## config.mk

```make
export PLATFORM = sky130hd
export DESIGN_NAME = tccs_ctrl
export DESIGN_NICKNAME = d
export VERILOG_FILES = /design/src/rtl/tccs_pkg.sv /design/src/rtl/tccs_ctrl.sv
export VERILOG_INCLUDE_DIRS = /design/src /design/src/rtl
export SDC_FILE = /design/constraint.sdc
export NUM_CORES = 1
export LEC_CHECK = 0
export ABC_AREA = 1
export BUFFER_PORTS_ARGS = -buffer_cell sky130_fd_sc_hd__buf_2
export CORE_AREA = 2 2 39 41
export DETAILED_ROUTE_END_ITERATION = 10
export DIE_AREA = 0 0 41 43
export PLACE_DENSITY = 0.52
export SLEW_MARGIN = 20
export SYNTH_ARGS = -nofsm -noshare
export SYNTH_HDL_FRONTEND = slang
export SYNTH_SLANG_ARGS = --single-unit
```

## constraint.sdc

```tcl
create_clock -name clk -period 1.1 [get_ports clk]
set_input_delay 0.055 -clock clk [delete_from_list [all_inputs] [get_ports clk]]
set_output_delay 0.055 -clock clk [all_outputs]
set_load 0.05 [all_outputs]
```

## src/rtl/text_console_cursor_and_scroll_engine_core_assert.svh

```systemverilog
// Assertion macros for the console engine.
`ifndef TEXT_CONSOLE_CURSOR_AND_SCROLL_ENGINE_CORE_ASSERT_SVH
`define TEXT_CONSOLE_CURSOR_AND_SCROLL_ENGINE_CORE_ASSERT_SVH
`ifndef SYNTH
`define TCCS_ASSERT_IMP(label, clk, rst, ante, cons) \
  label: assert property (@(posedge clk) disable iff (rst) (ante) |-> (cons)) \
    else $error("tccs assertion failed");
`define TCCS_ASSERT_NXT(label, clk, rst, ante, cons) \
  label: assert property (@(posedge clk) disable iff (rst) (ante) |=> (cons)) \
    else $error("tccs assertion failed");
`else
`define TCCS_ASSERT_IMP(label, clk, rst, ante, cons)
`define TCCS_ASSERT_NXT(label, clk, rst, ante, cons)
`endif
`endif

```

## src/rtl/tccs_pkg.sv

```systemverilog
`timescale 1ns / 1ps
package tccs_pkg;

  localparam int COLUMNS = 80;
  localparam int ROWS    = 25;
  localparam int CELLS   = ROWS * COLUMNS;
  localparam int ADDR_W  = $clog2(CELLS);
  localparam int ROW_W   = $clog2(ROWS);
  localparam int COL_W   = $clog2(COLUMNS);

  localparam logic [7:0]  NEWLINE_CODE = 8'h0A;
  localparam logic [7:0]  NUL_CODE     = 8'h00;
  localparam logic [7:0]  COLOR_RESET  = 8'h07;
  localparam logic [15:0] BLANK_CELL   = 16'h0720;

  localparam int PADDR_W = 3;
  localparam logic [PADDR_W-3:0] REG_TEXT_COLOR = '0;

  typedef enum logic [2:0] {
    CMD_PUT,
    CMD_BACKSPACE,
    CMD_DELETE,
    CMD_UP,
    CMD_DOWN,
    CMD_LEFT,
    CMD_RIGHT,
    CMD_READ
  } cmd_t;

  typedef enum logic [2:0] {
    ST_CLEAR,
    ST_IDLE,
    ST_EXEC,
    ST_SCROLL,
    ST_FINISH
  } state_t;

  typedef enum logic [1:0] {
    SRC_MEM,
    SRC_FILL,
    SRC_BLANK
  } src_t;

  typedef struct packed {
    logic [2:0] command;
    logic [7:0] char_code;
    logic [4:0] read_row;
    logic [6:0] read_col;
  } in_req_t;

  typedef struct packed {
    logic [4:0]  cursor_row;
    logic [6:0]  cursor_col;
    logic [10:0] cursor_pos;
    logic [15:0] cell_value;
  } out_rsp_t;

  typedef struct packed {
    logic capture;
    logic exec;
    logic sweep;
    logic sweep_clear;
    logic load_out;
  } ctrl_cmd_t;

  typedef struct packed {
    logic scroll;
    logic sweep_last;
  } dp_status_t;

endpackage

```

## src/rtl/tccs_ctrl.sv

```systemverilog
`timescale 1ns / 1ps
`include "text_console_cursor_and_scroll_engine_core_assert.svh"
module tccs_ctrl import tccs_pkg::*; (
  input  logic       clk,
  input  logic       rst,
  input  logic       req_valid,
  output logic       req_stall,
  output logic       rsp_valid,
  input  logic       rsp_stall,
  input  dp_status_t status,
  output ctrl_cmd_t  cmd
);

  state_t state, state_next;
  logic   rsp_valid_next;

  always_ff @(posedge clk) begin
    if (rst) begin
      state     <= ST_CLEAR;
      rsp_valid <= 1'b0;
    end else begin
      state     <= state_next;
      rsp_valid <= rsp_valid_next;
    end
  end

  always_comb begin
    state_next = state;
    cmd        = '0;
    req_stall  = 1'b1;
    case (state)
      ST_CLEAR: begin
        cmd.sweep       = 1'b1;
        cmd.sweep_clear = 1'b1;
        if (status.sweep_last) state_next = ST_IDLE;
      end
      ST_IDLE: begin
        req_stall = 1'b0;
        if (req_valid) begin
          cmd.capture = 1'b1;
          state_next  = ST_EXEC;
        end
      end
      ST_EXEC: begin
        cmd.exec   = 1'b1;
        state_next = status.scroll ? ST_SCROLL : ST_FINISH;
      end
      ST_SCROLL: begin
        cmd.sweep = 1'b1;
        if (status.sweep_last) state_next = ST_FINISH;
      end
      ST_FINISH: begin
        if (!rsp_valid || !rsp_stall) begin
          cmd.load_out = 1'b1;
          state_next   = ST_IDLE;
        end
      end
      default: state_next = ST_IDLE;
    endcase
    rsp_valid_next = cmd.load_out | (rsp_valid & rsp_stall);
  end

  `TCCS_ASSERT_NXT(a_accept_exec, clk, rst, req_valid && !req_stall, state == ST_EXEC)
  `TCCS_ASSERT_NXT(a_scroll_enter, clk, rst, state == ST_EXEC && status.scroll,
                   state == ST_SCROLL)
  `TCCS_ASSERT_NXT(a_scroll_done, clk, rst, state == ST_SCROLL && status.sweep_last,
                   state == ST_FINISH)
  `TCCS_ASSERT_NXT(a_hold_result, clk, rst, state == ST_FINISH && rsp_valid && rsp_stall,
                   state == ST_FINISH && rsp_valid)

endmodule

```

* Word-level counts from Yosys, hierarchy flattened
Index checks and enable logic that the tools add are counted.
** Storage, ports and cells
- Register bits after elaboration :: 4
- Bits in latches :: 0
- Bits in writable memories :: 0
- Memory bits (read-only) :: 0
- Input port bits :: 6
- Output and inout port bits :: 7
- Logic and storage cells :: 32
- Memories :: 0
** Operators by class
- Add/subtract/negate cells :: 0
- $mul :: 0
- Divide/modulo/power cells :: 0
- $lt $le $gt $ge :: 0
- Equal/unequal tests :: 8
- Shift operators :: 0
- Multiplexer cells :: 14
- Bitwise gates (word level) :: 2
- Reduce and logical (&&, ||, !) cells :: 6
** Operators by type and width (number)
- 3-bit two-way mux :: 5
- 3-bit one-hot mux with 5 select lines :: 1
- 1-bit two-way mux :: 8
- 2-bit inequality test (second input constant) :: 4
- 3-bit by 2-bit == test with 1-bit output (second input constant) :: 2
- 4-bit AND reduction :: 1
- 3-bit by 1-bit == test with 1-bit output (second input constant) :: 1
- 3-bit == test (second input constant) :: 1
- 3-bit logical NOT :: 1
- 1-bit logical NOT :: 2
- 2-bit OR reduction :: 1
- 1-bit bitwise AND :: 1
- 1-bit logical OR :: 1
- 1-bit bitwise OR :: 1

* Longest topological paths before layout
Gate-level depths: netlist of the first run.
- Depth in word-level cells :: 5
- Mapped depth :: 8
- Mapped depth without buffers :: 8

* Least setup slack after synthesis of the first run
Ideal clock, no wire load.
- Path type :: register -> output
- Start :: register state[0]
- End :: output cmd[4] in the netlist's numbering
- Arrival :: 1.648 ns
- Setup slack :: -0.603 ns
- Stages on the path, launching flop included :: 5
- Cells stage by stage :: dfxtp_1 -> inv_2 -> nor2_2 -> nand2_1 -> nor2_1
** RTL lines
- from (decl) :: line tccs_ctrl.sv:14 : state_t state, state_next;
- from (signal assigned) :: line tccs_ctrl.sv:22 : state <= state_next;
- to (decl) :: line tccs_ctrl.sv:11 : output ctrl_cmd_t cmd

==> results.json, run 1 <==
{
  "cts_tree": "done",
  "ys_ff_latch": 4,
  "antenna_cells": 0,
  "setup_tns_ns": -0.07308,
  "syn-num-nets": 58,
  "crit_required_ns": 1.04,
  "fp.dieH_um": 43,
  "relSlewSlack_pct": 83.69,
  "cap_violations": 0,
  "violations": "negative setup slack",
  "seq_area_frac_synth_pct": 26.89,
  "post_drt_wl_per_cell_um": 8.511,
  "final_area_sq_um": 638.1,
  "arrival_ns": 1.10,
  "stdcell_count": 94,
  "finalSetupViolations": 3,
  "grt_max_degree": 6,
  "worst_pin_slew_ns": 0.2464,
  "rsz0062_at_grt": "true",
  "worstSkewPairLatency_ns": 0.23,
  "die_area_sq_mm": 0.001763,
  "dp_hpwl_um": 595.5,
  "ios": 13,
  "clock_path_buffers": 2,
  "core_sq_mm": 0.001384,
  "place_area_sq_um": 456.7,
  "via_count": 391,
  "area.sequential_sq_um": 92.59,
  "cpMaxStageDelayCell": "dfxtp_4",
  "final_util_pct": 46.11,
  "fmax_mhz": 869.0,
  "initial_core_util_pct": 21.52,
  "hold_viol_final": 0,
  "path_cells": "inv_4 -> nor2_4 -> nand2_4 -> nor2_4 -> buf_6",
  "drive_gt1_share_pct": 66.67,
  "cts_num_sinks": 4,
  "cts_root_buf": "clkbuf_4",
  "grt_overflow": 0,
  "numPortBuffers": 12,
  "yosysWarningCount": 0,
  "hold_class": "in2reg",
  "crit_fanout": 3,
  "multi_input_area_sq_um": 246.5,
  "slew_violations": 0,
  "critical_path.most_common_cell": "nor2_4",
  "final_cell_mix": "8 x buf_4, 6 x inv_1, 6 x nand2_1, 6 x nor2_1, 6 x buf_2",
  "die_w_um": 41,
  "rows": 14,
  "cp_top_family": "flip-flops",
  "layout.nets": 86,
  "fin_crit_ns": 1.151,
  "dpl.cell_count": 87,
  "antenna_left": 0,
  "htreeDepth": 1,
  "avgSynthCellArea_sq_um": 5.727,
  "period_share_pct": 104.6,
  "drt-initial-drc-count": 1,
  "crit_buf_inv": 2,
  "grt_usage_pct": 11.13,
  "endpoint_kind": "output pin",
  "fin_worst_skew_ns": 0.0001548,
  "setup_ws_ns": -0.05080,
  "antenna_found_initial": 0,
  "via_per_inst": 4.160,
  "gp_routability_congestion": 0.7243,
  "grt_pass1_vias": 393,
  "path_class": "reg2out",
  "critPathMaxStageDelay_ns": 0.37,
  "drtPass1Iterations": 3,
  "worstSetupStartpointType": "flop",
  "drt_drc_violations_left": 0,
  "wl_um": 800,
  "final_common_cell": "buf_4",
  "areaGrowthSynthToFinish_pct": 114.3,
  "grt_pass1_wl_um": 1373,
  "clk_pin_slew_worst_paths_ns": 0.03,
  "fillers": 155,
  "synthDistinctLibCells": 12,
  "numCtsBuffers": 3,
  "syn_inst": 52,
  "status": "finished with violations",
  "synth_area_sq_um": 297.8
}
## flip-flops by register name, summed over array words and instances (netlist names)
register and count:
rsp_valid 1, state 3
## worst register-to-register path: cells and delay by family, from the launching register on
| kind | cells | cell delay (ns) |
|---|---|---|
| buffers and inverters | 3 | 0.20 |
| and+or+nand+nor | 6 | 0.45 |
| DFF | 1 | 0.37 |
## Yosys cell counts, drive strengths merged
cell type	count	area, sq um
inv	11	41.29
nand3	8	45.04
o21bai	1	7.510
dfxtp	4	80.08
nor2	12	52.55
nand2	14	60.06
o22ai	1	6.260
a21oi	1	5.000
## layer usage
layer | vias to the layer above | GRT usage (%) | part of all wire [%]
li1 | 213 | - | -
met1 | 170 | 13.78 | 43
met2 | 6 | 17.50 | 54
met3 | 2 | 1.571 | 3.0
met4 | 0 | 6.000 | 0.63
met5 | - | 0 | 0
## area by class of cell
cell class | instances | area share, %
inverter | 11 | 7.255
sequential | 4 | 14.51
multi-input combinational | 37 | 38.63
tap | 16 | 3.137
timing repair buffer | 23 | 32.94
clock buffer | 3 | 3.529
## what timing repair did
| item | CTS | global route |
|---|---|---|
| hold endpoints to repair | 1 | 0 |
| setup buffers | 4 | 0 |
| endpoints found under the setup margin | 9 | 9 |
| gates cloned | 0 | 0 |
| hold buffers | 1 | 0 |
| pin swaps | 6 | 1 |
| resized for setup | 33 | 5 |
## per-stage QoR
stage | worst slack (ns) | hold WS (ns)
2_1_floorplan | -0.02952 | 0.1167
3_3_place_gp | -0.007809 | 0.2206
3_5_place_dp | -0.01009 | 0.2246
4_1_cts | -0.04557 | 0.09179
5_1_grt | -0.09235 | 0.1167
6_report | -0.05080 | 0.09456
## path summary, 6_finish.rpt
check	start	end	slack [ns]	cells past startpoint
min	rsp_stall	rsp_valid$_SDFF_PP0_	0.09	3
max reg2reg	state[0]$_SDFFE_PP0P_	state[1]$_SDFFE_PP0P_	0	9
max	state[0]$_SDFFE_PP0P_	cmd[4]	-0.05	5
min reg2reg	rsp_valid$_SDFF_PP0_	rsp_valid$_SDFF_PP0_	0.47	2
## cells by family (layout without fill, tap and decap cells)
logic type / count (synthesis) / after routing / synth area share, %
simple gates: 34 / 34 / 52.94
compound gates: 3 / 3 / 6.303
flops: 4 / 4 / 26.89
buf+inv: 11 / 37 / 13.87
Power of run 1 is left out: the tool's default activity adds up to more than one toggle a clock period on the data nets, which glitch-free logic cannot reach.
==> run 2: changes to the inputs <==
RECOVER_POWER = 100   (was default)
==> run 2 against run 1 <==
Effect of this change:
- the run still ends with negative setup slack left
- critical path depth unchanged
- maximum frequency did not move
- hold slack barely moved
- clock-buffer cell count did not move
- setup slack is the same
- flip-flop and latch count unchanged
- first-iteration DRC count stayed put
- wire length decreased by 0.13%
- final area did not move
- non-clock buffer count did not move
- utilization is the same
- global-route usage stayed put
- highest routed layer unchanged
==> results.json, run 2 (synthesized netlist as in run 1, its figures left out) <==
{
  "reg.largest.list": "state: 3 flops, rsp_valid: 1 flops",
  "initial_core_util_pct": 21.52,
  "critPathMaxStageDelay_ns": 0.37,
  "grt_pass1_wl_um": 1373,
  "critical_path.most_common_cell": "nor2_4",
  "hold_viol_final": 0,
  "htreeDepth": 1,
  "antenna_cells": 0,
  "crit_required_ns": 1.04,
  "dp_hpwl_um": 595.5,
  "grt_usage_pct": 11.13,
  "grt_max_degree": 6,
  "multi_input_area_sq_um": 246.5,
  "via_count": 391,
  "worstSkewPairLatency_ns": 0.23,
  "numCtsBuffers": 3,
  "grt_overflow": 0,
  "clock_path_buffers": 2,
  "gp_routability_congestion": 0.7243,
  "finalSetupViolations": 3,
  "top_register": "state",
  "rsz0062_at_grt": "true",
  "cap_violations": 0,
  "relSlewSlack_pct": 81.83,
  "worst_pin_slew_ns": 0.2737,
  "fp.dieH_um": 43,
  "cts_root_buf": "clkbuf_4",
  "whs_ns": 0.09456,
  "drt-initial-drc-count": 1,
  "endpoint_kind": "output pin",
  "clk_pin_slew_worst_paths_ns": 0.03,
  "fin_worst_skew_ns": 0.0001548,
  "antenna_left": 0,
  "fmax_mhz": 869.0,
  "reg2reg_slack_ns": 0,
  "final_cell_mix": "8 x buf_4, 6 x inv_1, 6 x nand2_1, 6 x nor2_1",
  "layout.nets": 86,
  "wl_um": 799,
  "core_sq_mm": 0.001384,
  "arrival_ns": 1.10,
  "fillers": 155,
  "slew_violations": 0,
  "path_cells": "inv_4 -> nor2_4 -> nand2_4 -> nor2_4 -> buf_6",
  "cts_tree": "done",
  "largest_reg_flops": 3,
  "numPortBuffers": 12,
  "drive_gt1_share_pct": 66.67,
  "rows": 14,
  "setup_tns_ns": -0.07307,
  "die_area_sq_mm": 0.001763,
  "final_common_cell": "buf_4",
  "areaGrowthSynthToFinish_pct": 114.3,
  "fin_crit_ns": 1.151,
  "ios": 13,
  "dp_slack_ns": -0.01009,
  "setup_ws_ns": -0.05080,
  "worstSetupStartpointType": "flop",
  "violations": "negative setup slack",
  "status": "finished with violations",
  "post_drt_wl_per_cell_um": 8.500,
  "period_share_pct": 104.6,
  "grt_pass1_vias": 393,
  "cpMaxStageDelayCell": "dfxtp_4",
  "path_class": "reg2out",
  "cp_top_family": "flip-flops",
  "area.sequential_sq_um": 92.59,
  "crit_buf_inv": 2,
  "antenna_found_initial": 0,
  "die_w_um": 41,
  "crit_fanout": 3,
  "drt_drc_violations_left": 0,
  "drtPass1Iterations": 3,
  "via_per_inst": 4.160,
  "cts_num_sinks": 4,
  "hold_class": "in2reg"
}
[run 2: worst min-delay path, cell delays in order]
cell and delay (ns):
buf_2 0.09, nand2_1 0.07, a21oi_1 0.06
[run 2: metal layers]
layer,wire [um],vias up,share of wire [%],track usage [%]
li1,-,213,-,-
met1,339,170,42,13.78
met2,429,6,54,17.50
met3,24,2,3.0,1.571
met4,5,0,0.63,6.000
met5,0,-,0,0
[run 2: timing repair]
item                                   4_1_cts  5_1_grt
setup endpoints to repair                    9        9
hold buffers                                 1        0
pin swaps                                    6        1
buffers inserted                             4        0
endpoints found under the hold margin        1        0
resized for setup                           33        5
[run 2: layout make-up]
class | count | share of cell area (%)
Multi-Input combinational cell | 37 | 38.63
Timing Repair Buffer | 23 | 32.94
Sequential cell | 4 | 14.51
Inverter | 11 | 7.255
Clock buffer | 3 | 3.529
Tap cell | 16 | 3.137
[run 2: worst paths after layout]
check                               end  cells past startpoint                  start
setup reg to reg  state[1]$_SDFFE_PP0P_                      9  state[0]$_SDFFE_PP0P_
hold reg to reg    rsp_valid$_SDFF_PP0_                      2   rsp_valid$_SDFF_PP0_
setup / recovery                 cmd[4]                      5  state[0]$_SDFFE_PP0P_
hold / removal     rsp_valid$_SDFF_PP0_                      3              rsp_stall
[run 2: stage by stage]
step                      utilization, %  std cells  area (sq um)
after floorplan                        -         52         324.1
after global placement             33.00         87         456.7
after detailed placement           33.00         87         456.7
after CTS                          45.21         94         625.6
after global routing               46.11         94         638.1
final                              46.11         94         638.1
Power of run 2 is left out for the same reason.
==> run 3: changes to the inputs <==
ABC_AREA = 0   (was 1)
PLACE_DENSITY = 0.49   (was 0.52)
==> run 3 against run 2 <==
Effect of this change:
- the flow still finishes with violations (negative setup slack)
- global-route usage decreased by 0.49 points
- register-to-register slack got worse by 0.18 ns
- die area did not move
- highest routed layer is now met3
==> results.json, run 3 <==
{
  "status": "finished with violations",
  "violations": "negative setup slack",
  "via_count": 321,
  "finalSetupViolations": 8,
  "avgSynthCellArea_sq_um": 8.152,
  "post_drt_wl_per_cell_um": 10.43,
  "via_per_inst": 4.586,
  "cts_root_buf": "clkbuf_4",
  "fp.dieH_um": 43,
  "yosys.area_share.simple_pct": 39.53,
  "path_cells": "or3b_4 -> a21oi_4 -> buf_6",
  "fillers": 140,
  "worstSkewPairLatency_ns": 0.24,
  "p_per_area_mw_per_mm2": 1155,
  "wl_um": 730,
  "async_flop_share_pct": 0,
  "dp_hpwl_um": 520.8,
  "synth_edf_count": 0,
  "numPortBuffers": 12,
  "holdCritStartpoint": "rst",
  "grt_overflow": 0,
  "die_area_sq_mm": 0.001763,
  "synthDistinctLibCells": 23,
  "core_sq_mm": 0.001384,
  "antenna_cells": 0,
  "syn_inst": 33,
  "path_class": "reg2out",
  "crit_required_ns": 1.04,
  "areaGrowthSynthToFinish_pct": 90.70,
  "slew_violations": 0,
  "dp_slack_ns": -0.08267,
  "rsz0062_at_grt": "true",
  "reg2reg_slack_ns": -0.18,
  "yosysWarningCount": 0,
  "p_int_uw": 381.5,
  "initial_core_util_pct": 19.44,
  "critPathMaxStageDelay_ns": 0.40,
  "antenna_found_initial": 0,
  "synthMuxAreaShare_pct": 3.721,
  "worst_pin_slew_ns": 0.3732,
  "synth_area_leader_cell": "dfxtp_1",
  "drt-initial-drc-count": 5,
  "drt_drc_violations_left": 0,
  "combPwrFrac_pct": 41.6,
  "synth_top_flop_cell": "dfxtp_1",
  "final_cell_mix": "8 x buf_4, 6 x buf_6, 5 x buf_2",
  "reg.largest.list": "state: 3 flops, rsp_valid: 1 flops",
  "drive_gt1_share_pct": 68.52,
  "ir_drop_mv": 0.5315,
  "grt_max_degree": 11,
  "synth_area_sq_um": 269.0,
  "drtPass1Iterations": 2,
  "ys_ff_latch": 4,
  "relSlewSlack_pct": 75.06,
  "pwr-share-clk_pct": 31.2,
  "p_switching_uw": 211.2,
  "gp_routability_congestion": 0.6774,
  "synth_area_leaders": "dfxtp_1 30%, nor2b_1 9.3%, a21oi_1 5.6%",
  "synth_top_family_by_area": "simple AND/OR/NAND/NOR gates",
  "grt_pass1_wl_um": 1200,
  "seqPwrFrac_pct": 27.2,
  "largest_reg_flops": 3,
  "crit_start": "state[2]$_SDFFE_PP0P_",
  "fin_crit_ns": 1.314,
  "reg2reg_from": "state[2]$_SDFFE_PP0P_",
  "fin_worst_skew_ns": 0.001665,
  "syn-num-nets": 39,
  "synth_compound_area_share_pct": 17.67,
  "synthXorXnorAreaFrac_pct": 3.256,
  "rows": 14,
  "cpMaxStageDelayCell": "or3b_4",
  "period_share_pct": 119.5,
  "layout.nets": 62,
  "htreeDepth": 1,
  "p_total_uw": 592.7,
  "clock_path_buffers": 2,
  "hold_viol_final": 0,
  "clk_pin_slew_worst_paths_ns": 0.04,
  "setup_ws_ns": -0.2142,
  "hold_class": "in2reg",
  "whs_ns": 0.02028,
  "cts_tree": "done",
  "die_w_um": 41,
  "synth_fa_ha_area_share_pct": 0,
  "power.leakage_uw": 0.0002233,
  "top_register": "state",
  "seq_area_frac_synth_pct": 29.77,
  "final_common_cell": "buf_4",
  "grt_usage_pct": 10.64,
  "p_sw_share_pct": 35.64,
  "synth_commonest_cells": "4 x dfxtp_1, 4 x nor2b_1, 3 x a21oi_1, 2 x nor2_1, 2 x nor3_1",
  "ios": 13,
  "numCtsBuffers": 3,
  "worstSetupStartpointType": "flop",
  "synth_top_area_share_pct": 29.77,
  "arrival_ns": 1.26,
  "fmax_mhz": 760.9,
  "cap_violations": 0,
  "antenna_left": 0,
  "grt_pass1_vias": 288,
  "endpoint_kind": "output pin",
  "crit_fanout": 3,
  "cts_num_sinks": 4
}
## run 3: cell count changes after synthesis, sizes merged, moves of 2 or more
cell   delta
nor2b     +4
nor2     -10
nand3     -8
buf       +2
a21oi     +2
nor3      +2
nand2    -13
o21ai     +2
inv      -11
or2       +2
## run 3: area by class of cell
class / count / area (sq um) / area share, %
Clock buffer: 3 / 22.52 / 4.390
Multi-Input combinational cell: 27 / 229.0 / 44.63
Sequential cell: 4 / 83.83 / 16.34
Tap cell: 16 / 20.02 / 3.902
Timing Repair Buffer: 20 / 157.7 / 30.73
## run 3: logic make-up after synthesis
family | count (synthesis)
mux | 1
flops | 4
xor+xnor | 1
simple gates | 17
compound gates | 8
buf+inv | 2
## run 3: path summary, 6_finish.rpt
path                                              end  cells past startpoint
worst max register to register  state[2]$_SDFFE_PP0P_                      4
worst min-delay path             rsp_valid$_SDFF_PP0_                      2
worst max-delay path                           cmd[0]                      3
worst min register to register   rsp_valid$_SDFF_PP0_                      2
## run 3: power by group through the flow
stage	clock, uW	sequential (uW)	combinational [uW]
4_1_cts	196	160	244
6_report	185	161	247
3_3_place_gp	0	162	205
2_1_floorplan	0	161	152
5_1_grt	218	161	266
3_5_place_dp	0	162	205
## run 3: worst max-delay path, delay by kind of cell (launching register included)
kind | cells | cell delay, ns
AND/OR/NAND/NOR | 1 | 0.40
flip-flops | 1 | 0.33
buffers and inverters | 1 | 0.17
AO/OA/AOI/OAI | 1 | 0.13
## run 3: through the flow
step | cells | utilization (%) | TNS, ns | instance area (sq um)
detailed placement | 65 | 29.75 | -0.2148 | 411.6
CTS | 70 | 36.26 | -1.137 | 501.7
global placement | 65 | 29.75 | -0.1537 | 411.6
finish | 70 | 37.07 | -1.046 | 513.0
global route | 70 | 37.07 | -1.567 | 513.0
floorplan | 33 | - | -0.5068 | 302.8
## run 3: metal layers
layer	routed length, um	track usage (%)	vias up
met1	308	11.90	148
li1	-	-	161
met2	376	15.00	12
met3	46	7.853	0
met4	0	4.000	0
met5	0	0	-
## run 3: what timing repair did
item | 4_1_cts | 5_1_grt
buffers inserted | 2 | 0
hold buffers | 0 | 0
resized for setup | 16 | 3
pin swaps | 3 | 1
setup endpoints to repair | 8 | 10
Power figures use the tool's default switching activity.
